## src/rtl/csc_pkg.sv

```systemverilog
// ----------------------------------------------------------------------------
// csc_pkg
// Shared types and constants for the contrast stretch channel block.
// ----------------------------------------------------------------------------
package csc_pkg;

    localparam int SAMPLE_W = 16;
    localparam int PROD_W   = 2 * SAMPLE_W;
    localparam int ADDR_W   = 5;
    localparam int DATA_W   = 32;

    // register indexes (byte address / 4)
    localparam logic [2:0] REG_GRAY_MODE = 3'd0;
    localparam logic [2:0] REG_CHANNEL   = 3'd1;
    localparam logic [2:0] REG_BLACK     = 3'd2;
    localparam logic [2:0] REG_WHITE     = 3'd3;
    localparam logic [2:0] REG_MAX       = 3'd4;

    localparam logic [1:0] CH_INVALID = 2'd0;
    localparam logic [1:0] POS_FIRST  = 2'd0;
    localparam logic [1:0] POS_LAST   = 2'd2;

    typedef struct packed {
        logic [SAMPLE_W-1:0] sample_in;
        logic                row_end;
    } t_in_word;

    typedef struct packed {
        logic [SAMPLE_W-1:0] sample_out;
        logic                bad_channel;
    } t_out_word;

    typedef struct packed {
        logic              start;
        logic [PROD_W-1:0] num;
        logic [SAMPLE_W-1:0] den;
    } t_div_req;

    typedef struct packed {
        logic                done;
        logic [SAMPLE_W-1:0] quot;
    } t_div_rsp;

endpackage

```

## src/rtl/csc_div.sv

```systemverilog
// ----------------------------------------------------------------------------
// csc_div
// Restoring divider: 32-bit dividend by 16-bit divisor, one quotient bit
// per cycle. The caller guarantees the quotient fits in 16 bits.
// ----------------------------------------------------------------------------
module csc_div (
    input  logic              i_clk,
    input  logic              i_rst_n,
    input  csc_pkg::t_div_req i_req,
    output csc_pkg::t_div_rsp o_rsp
);
    import csc_pkg::*;

    localparam int CNT_W = $clog2(SAMPLE_W);

    logic [SAMPLE_W-1:0] r_rem, n_rem;
    logic [SAMPLE_W-1:0] r_low, n_low;
    logic [SAMPLE_W-1:0] r_den, n_den;
    logic [CNT_W-1:0]    r_cnt, n_cnt;
    logic                r_busy, n_busy;
    logic                r_done, n_done;

    logic [SAMPLE_W:0] w_trial;
    logic [SAMPLE_W:0] w_diff;
    logic              w_ge;

    // shift the next dividend bit into the partial remainder and try the subtract
    assign w_trial = {r_rem, r_low[SAMPLE_W-1]};
    assign w_diff  = w_trial - {1'b0, r_den};
    assign w_ge    = (w_trial >= {1'b0, r_den});

    always_comb begin
        n_rem  = r_rem;
        n_low  = r_low;
        n_den  = r_den;
        n_cnt  = r_cnt;
        n_busy = r_busy;
        n_done = 1'b0;
        if (i_req.start) begin
            n_rem  = i_req.num[PROD_W-1:SAMPLE_W];
            n_low  = i_req.num[SAMPLE_W-1:0];
            n_den  = i_req.den;
            n_cnt  = '0;
            n_busy = 1'b1;
        end else if (r_busy) begin
            n_rem = w_ge ? w_diff[SAMPLE_W-1:0] : w_trial[SAMPLE_W-1:0];
            n_low = {r_low[SAMPLE_W-2:0], w_ge};
            n_cnt = r_cnt + 1'b1;
            if (r_cnt == CNT_W'(SAMPLE_W - 1)) begin
                n_busy = 1'b0;
                n_done = 1'b1;
            end
        end
    end

    always_ff @(posedge i_clk) begin
        if (!i_rst_n) begin
            r_busy <= 1'b0;
            r_done <= 1'b0;
            r_cnt  <= '0;
        end else begin
            r_busy <= n_busy;
            r_done <= n_done;
            r_cnt  <= n_cnt;
        end
    end

    always_ff @(posedge i_clk) begin
        r_rem <= n_rem;
        r_low <= n_low;
        r_den <= n_den;
    end

    assign o_rsp.done = r_done;
    assign o_rsp.quot = r_low;

endmodule

```

## src/rtl/contrast_stretch_channel_top.sv

```systemverilog
// ----------------------------------------------------------------------------
// contrast_stretch_channel_top
// Linear contrast stretch of a gray or interleaved RGB sample stream.
// ----------------------------------------------------------------------------
// Usage:
//   Input words (sample, row end flag) arrive on i_in_valid / o_in_stall in
//   raster order; one result word per input leaves on o_out_valid /
//   i_out_stall. A word is taken when valid is high and stall is low. The
//   user writes registers over the APB port (gray mode, channel, black, white,
//   max level at byte addresses 0, 4, 8, 12, 16) only while idle; unchecked.
// Sequencing:
//   One word is worked on at a time. A sample that needs the divide goes
//   from acceptance to the next acceptance through a setup step, a
//   multiply step, 16 steps of the restoring divider plus its done
//   register, and a step to load the output register. A sample that is
//   passed, clamped to zero or clamped to max goes straight to that load.
// Reset:
//   Synchronous, active low. Registers return to gray mode, red channel,
//   black 1, white 255, max 255; the RGB position returns to row start.
// Stall:
//   A held result sits in the output register; the block takes the next
//   word meanwhile and holds its own result until the register frees.
// ----------------------------------------------------------------------------
module contrast_stretch_channel_top #(
    parameter int SAMPLE_BITS = 16
) (
    input  logic                        i_clk,
    input  logic                        i_rst_n,
    input  logic                        i_in_valid,
    output logic                        o_in_stall,
    input  csc_pkg::t_in_word           i_in_word,
    output logic                        o_out_valid,
    input  logic                        i_out_stall,
    output csc_pkg::t_out_word          o_out_word,
    input  logic                        psel,
    input  logic                        penable,
    input  logic                        pwrite,
    input  logic [csc_pkg::ADDR_W-1:0]  paddr,
    input  logic [csc_pkg::DATA_W-1:0]  pwdata,
    output logic [csc_pkg::DATA_W-1:0]  prdata,
    output logic                        pready
);
    import csc_pkg::*;

    localparam logic [SAMPLE_W-1:0] SampleMask =
        SAMPLE_W'((33'd1 << SAMPLE_BITS) - 33'd1);

    localparam logic [1:0] ST_IDLE = 2'd0;
    localparam logic [1:0] ST_MUL  = 2'd1;
    localparam logic [1:0] ST_DIV  = 2'd2;
    localparam logic [1:0] ST_FIN  = 2'd3;

    // configuration
    logic                r_gray;
    logic [1:0]          r_chan;
    logic [SAMPLE_W-1:0] r_black;
    logic [SAMPLE_W-1:0] r_white;
    logic [SAMPLE_W-1:0] r_max;

    logic       w_cfg_wr;
    logic [2:0] w_cfg_idx;

    // sequencer and datapath
    logic [1:0]          r_state, n_state;
    logic [1:0]          r_pos, n_pos;
    logic [SAMPLE_W-1:0] r_diff, n_diff;
    logic [SAMPLE_W-1:0] r_den, n_den;
    logic [SAMPLE_W-1:0] r_res, n_res;
    logic                r_bad, n_bad;
    logic                r_out_valid, n_out_valid;
    t_out_word           r_out_word, n_out_word;

    logic                w_accept;
    logic                w_out_free;
    logic [SAMPLE_W-1:0] w_s;
    logic [SAMPLE_W-1:0] w_mx;
    logic                w_sel;
    t_div_req            w_div_req;
    t_div_rsp            w_div_rsp;

    // ---------------- configuration port ----------------
    assign pready    = 1'b1;
    assign w_cfg_wr  = psel && penable && pwrite && pready;
    assign w_cfg_idx = paddr[ADDR_W-1:2];

    always_ff @(posedge i_clk) begin
        if (!i_rst_n) begin
            r_gray  <= 1'b1;
            r_chan  <= 2'd1;
            r_black <= SAMPLE_W'(1);
            r_white <= SAMPLE_W'(255);
            r_max   <= SAMPLE_W'(255);
        end else if (w_cfg_wr) begin
            unique case (w_cfg_idx)
                REG_GRAY_MODE: r_gray  <= pwdata[0];
                REG_CHANNEL:   r_chan  <= pwdata[1:0];
                REG_BLACK:     r_black <= pwdata[SAMPLE_W-1:0];
                REG_WHITE:     r_white <= pwdata[SAMPLE_W-1:0];
                REG_MAX:       r_max   <= pwdata[SAMPLE_W-1:0];
                default: ;
            endcase
        end
    end

    always_comb begin
        unique case (w_cfg_idx)
            REG_GRAY_MODE: prdata = DATA_W'(r_gray);
            REG_CHANNEL:   prdata = DATA_W'(r_chan);
            REG_BLACK:     prdata = DATA_W'(r_black);
            REG_WHITE:     prdata = DATA_W'(r_white);
            REG_MAX:       prdata = DATA_W'(r_max);
            default:       prdata = '0;
        endcase
    end

    // ---------------- sequencer ----------------
    assign o_in_stall = (r_state != ST_IDLE);
    assign w_accept   = i_in_valid && !o_in_stall;
    assign w_out_free = !r_out_valid || !i_out_stall;

    assign w_s  = i_in_word.sample_in & SampleMask;
    assign w_mx = r_max & SampleMask;
    assign w_sel = r_gray || ((r_chan != CH_INVALID) && (r_pos == r_chan - 2'd1));

    // multiply feeds the divider's load registers directly
    assign w_div_req.start = (r_state == ST_MUL);
    assign w_div_req.num   = PROD_W'(r_diff) * PROD_W'(w_mx);
    assign w_div_req.den   = r_den;

    csc_div u_div (
        .i_clk   (i_clk),
        .i_rst_n (i_rst_n),
        .i_req   (w_div_req),
        .o_rsp   (w_div_rsp)
    );

    always_comb begin
        n_state     = r_state;
        n_pos       = r_pos;
        n_diff      = r_diff;
        n_den       = r_den;
        n_res       = r_res;
        n_bad       = r_bad;
        n_out_valid = r_out_valid;
        n_out_word  = r_out_word;

        if (r_out_valid && !i_out_stall) begin
            n_out_valid = 1'b0;
        end

        unique case (r_state)
            ST_IDLE: begin
                if (w_accept) begin
                    n_bad  = !r_gray && (r_chan == CH_INVALID);
                    n_diff = w_s - r_black;
                    n_den  = r_white - r_black;
                    n_pos  = (i_in_word.row_end || r_pos >= POS_LAST) ?
                             POS_FIRST : r_pos + 2'd1;
                    priority if (!w_sel) begin
                        n_res   = w_s;
                        n_state = ST_FIN;
                    end else if (w_s <= r_black) begin
                        n_res   = '0;
                        n_state = ST_FIN;
                    end else if (w_s < r_white) begin
                        n_state = ST_MUL;
                    end else begin
                        n_res   = w_mx;
                        n_state = ST_FIN;
                    end
                end
            end
            ST_MUL: begin
                n_state = ST_DIV;
            end
            ST_DIV: begin
                if (w_div_rsp.done) begin
                    n_res   = w_div_rsp.quot;
                    n_state = ST_FIN;
                end
            end
            ST_FIN: begin
                // hold until the output register frees
                if (w_out_free) begin
                    n_out_valid            = 1'b1;
                    n_out_word.sample_out  = r_res;
                    n_out_word.bad_channel = r_bad;
                    n_state                = ST_IDLE;
                end
            end
            default: n_state = ST_IDLE;
        endcase
    end

    always_ff @(posedge i_clk) begin
        if (!i_rst_n) begin
            r_state     <= ST_IDLE;
            r_pos       <= POS_FIRST;
            r_out_valid <= 1'b0;
        end else begin
            r_state     <= n_state;
            r_pos       <= n_pos;
            r_out_valid <= n_out_valid;
        end
    end

    always_ff @(posedge i_clk) begin
        r_diff     <= n_diff;
        r_den      <= n_den;
        r_res      <= n_res;
        r_bad      <= n_bad;
        r_out_word <= n_out_word;
    end

    assign o_out_valid = r_out_valid;
    assign o_out_word  = r_out_word;

endmodule

```

## config.mk

```make
export PLATFORM = sky130hd
export DESIGN_NAME = contrast_stretch_channel_top
export DESIGN_NICKNAME = d
export VERILOG_FILES = /design/src/rtl/csc_pkg.sv /design/src/rtl/csc_div.sv /design/src/rtl/contrast_stretch_channel_top.sv
export SDC_FILE = /design/constraint.sdc
export NUM_CORES = 1
export LEC_CHECK = 0
export BUFFER_PORTS_ARGS = -buffer_cell sky130_fd_sc_hd__buf_2
export CORE_MARGIN = 2
export CORE_UTILIZATION = 40
export CTS_BUF_LIST = sky130_fd_sc_hd__clkbuf_8
export CTS_CLUSTER_SIZE = 20
export DETAILED_ROUTE_END_ITERATION = 10
export GPL_ROUTABILITY_DRIVEN = 0
export HOLD_SLACK_MARGIN = 0.06
export PLACE_DENSITY_LB_ADDON = 0.12
export RECOVER_POWER = 100
export REMOVE_ABC_BUFFERS = 1
export SLEW_MARGIN = 20
export SYNTH_ARGS = -nofsm -noshare
export SYNTH_HDL_FRONTEND = slang
export SYNTH_SLANG_ARGS = --single-unit
```

## constraint.sdc

```tcl
create_clock -name i_clk -period 12.2 [get_ports i_clk]
set_input_delay 1.83 -clock i_clk [delete_from_list [all_inputs] [get_ports i_clk]]
set_output_delay 1.83 -clock i_clk [all_outputs]
set_load 0.01 [all_outputs]
```

==> impl_metrics.json <==
{
  "coreArea_mm2": 0.0454,
  "synth_top_area_share": 0.214,
  "grt_overflow": 0,
  "die_y_um": 219,
  "netlist_area_mm2": 0.0184,
  "synth.avg_cell_area_um2": 9.39,
  "cts_sinks": 176,
  "start_kind": "register",
  "cp-end-kind": "register",
  "rsz0062_at_grt": "false",
  "grtUsageTotal": 0.215,
  "grt_pass1_wl_um": 78200,
  "synth_area_leaders": "fa_1 (21%), edfxtp_1 (19%), ha_1 (12%), dfxtp_1 (6.7%), inv_1 (6.1%)",
  "cts.path.max_buffers": 2,
  "grt_pass1_vias": 13800,
  "critical_path_class": "reg2reg",
  "setup_tns_ns": 0,
  "root_buffer": "clkbuf_8",
  "grt_max_degree": 54,
  "nets": 2435,
  "yosysTopAreaCell": "fa_1",
  "area_growth_pct": 6.49,
  "antenna_found_initial": 7,
  "clkTransAtPathRegs_ns": 0.10,
  "cp.arrival_ns": 7.64,
  "finalHoldViolCount": 0,
  "worstReg2RegStart": "r_max[2]",
  "required_ns": 12.35,
  "setup.worst_path.start": "r_max[2]",
  "cts_setup_buffers": 0,
  "initial_utilization": 0.406,
  "slew_headroom": -1.07,
  "violations": "capacitance limit, slew limit",
  "port_buffers": 77,
  "hpwl_um": 38100,
  "hold_path_class": "reg2reg",
  "die_width_um": 219,
  "avgViaCountPerCell": 5.19,
  "synth-edff-count": 114,
  "ctsHoldBuffers": 0,
  "skew_ns": 0.0187,
  "status": "finished with violations",
  "drc_errors": 0,
  "vias": 13600,
  "drt_first_pass_iters": 5,
  "postCtsResizedCells": 0,
  "min_from": "r_den[11]",
  "drive_gt1_frac": 0.0659,
  "max_clock_freq_ghz": 0.134,
  "num_rows": 78,
  "ys_seq_elements": 176,
  "synthCells": 1961,
  "dieArea_mm2": 0.0478,
  "num_io_pins": 113,
  "fin_crit_ns": 7.49,
  "ys_async_sr_fraction": 0,
  "clk_latency_ns": 0.50,
  "numCtsBuffers": 17,
  "worstPathMaxFanout": 19,
  "routed_wl_um": 49800,
  "fin_crit_sh": 0.614,
  "yosys_warnings": 0,
  "ys_types": 92,
  "cts_tree": "yes",
  "antenna_left": 0,
  "ys_seq_area_frac": 0.253,
  "wl_per_cell_um": 19.0,
  "final_max_slew_viol_count": 168,
  "htreeDepth": 4,
  "drtIter0Drc": 790,
  "drv_cap": 5,
  "worst-slew-pin-transition_ns": 3.10,
  "synthFlopType": "edfxtp_1",
  "setup_viol": 0
}
-- final timing paths --
| kind | to | cells past startpoint | slack (ns) |
|---|---|---|---|
| setup / recovery | u_div.r_rem[7] | 18 | 4.71 |
| hold / removal | u_div.r_den[11] | 0 | 0.42 |
| setup reg to reg | u_div.r_rem[7] | 18 | 4.71 |
| hold reg to reg | u_div.r_den[11] | 0 | 0.42 |
-- sequential cells by signal, summed over array words and instances, names as in the netlist --
| signal | flops |
|---|---|
| u_div.r_busy | 1 |
| r_pos | 2 |
| r_state | 2 |
| u_div.r_rem | 16 |
| u_div.r_low | 16 |
| o_out_valid | 1 |
| r_gray | 1 |
| u_div.r_cnt | 4 |
| r_max | 16 |
| r_diff | 16 |
| r_bad | 1 |
| r_chan | 2 |
| r_res | 16 |
| o_out_word | 17 |
| r_black | 16 |
| u_div.r_den | 16 |
| r_den | 16 |
| r_white | 16 |
| u_div.r_done | 1 |
-- cells in the final DEF (no fill, tap or decap), types with 7 or more instances in the layout --
| cell type | n |
|---|---|
| a211oi_1 | 12 |
| a21boi_0 | 9 |
| a21o_1 | 21 |
| a21oi_1 | 70 |
| a22oi_1 | 7 |
| a22oi_2 | 10 |
| a31oi_1 | 12 |
| and2_1 | 114 |
| and3_1 | 9 |
| buf_2 | 38 |
| buf_4 | 22 |
| clkbuf_1 | 47 |
| clkbuf_8 | 17 |
| conb_1 | 17 |
| dfxtp_1 | 62 |
| edfxtp_1 | 114 |
| fa_1 | 197 |
| ha_1 | 173 |
| inv_1 | 301 |
| mux2_2 | 15 |
| mux2i_1 | 37 |
| nand2_1 | 294 |
| nand2b_1 | 13 |
| nand3_1 | 30 |
| nand4_1 | 9 |
| nor2_1 | 58 |
| nor2b_1 | 12 |
| nor3_1 | 29 |
| o211ai_1 | 15 |
| o21a_1 | 12 |
| o21ai_0 | 65 |
| or3_1 | 14 |
| xnor2_1 | 41 |
| xor2_1 | 15 |
-- per-layer routing --
layer | GRT usage | wire length (um) | vias to the layer above
met1 | 0.295 | 23300 | 6727
met2 | 0.354 | 23300 | 298
met3 | 0.0301 | 2140 | 62
met4 | 0.0592 | 1060 | 2
met5 | 0 | 16 | -
li1 | - | - | 6509
-- layout make-up --
cell class / instances / area (um2)
Clock inverter: 15 / 140
Clock buffer: 17 / 234
Antenna cell: 1 / 2.50
Timing Repair Buffer: 107 / 532
Multi-Input combinational cell: 1402 / 12200
Fill cell: 4504 / 25800
Sequential cell: 176 / 4660
Tap cell: 600 / 751
Inverter: 300 / 1130
-- kinds of logic after synthesis --
logic type / Yosys count / synth area share
adders and majority gates: 370 / 0.332
muxes: 53 / 0.0299
AOI/OAI and AO/OA: 302 / 0.117
and+or+nand+nor: 604 / 0.155
buffers and inverters: 398 / 0.0859
xor gates and xnor gates: 56 / 0.0266
DFF: 176 / 0.253
other: 2 / 0.000408
-- worst max-delay path, cell delays in order (launching register included) --
cell and delay [ns]:
dfxtp_1 0.96, nand2_1 0.20, fa_1 0.55, fa_1 0.55, inv_1 0.06, fa_1 0.50, fa_1 0.51, fa_1 0.51
inv_1 0.05, fa_1 0.47, inv_1 0.04, ha_1 0.42, a21o_1 0.23, a41oi_1 0.67, o32ai_1 0.29, o21ai_0 0.37
nor2_1 0.06, o311ai_0 0.53, o21ai_1 0.13
-- per-stage QoR --
step	setup WS [ns]	utilization	instances	cell area, um2	hold slack (ns)
2_1_floorplan	6.20	-	1878	18000	0.400
3_3_place_gp	5.13	0.428	2584	19400	0.403
3_5_place_dp	5.10	0.428	2584	19400	0.405
4_1_cts	5.09	0.436	2616	19800	0.423
5_1_grt	4.46	0.432	2617	19600	0.438
6_report	4.71	0.432	2618	19600	0.425
-- synthesized netlist by cell type (all sizes together) (3+ instances only) --
cell type and count:
a31oi 13, a221oi 3, mux2i 37, a21o 21, nor2 59, o21bai 4
o211ai 16, nor3 30, a21boi 9, a211oi 14, buf 27, and3 10
o31ai 5, nand4 9, nand3 30, o31a 3, inv 300, nand3b 4
or3 14, nand2b 13, clkbuf 71, o22ai 3, o22a 3, o21ai 70
nor4 4, a22oi 17, nor2b 12, a21oi 72, mux2 16, xnor2 41
a2111oi 5, fa 197, o2111ai 4, dfxtp 62, and2 116, edfxtp 114
a311oi 3, nand2 295, ha 173, o311ai 5, o21a 12, xor2 15
Power is left out: the tool's default activity adds up to more than one toggle a clock period on the data nets, which glitch-free logic cannot reach.
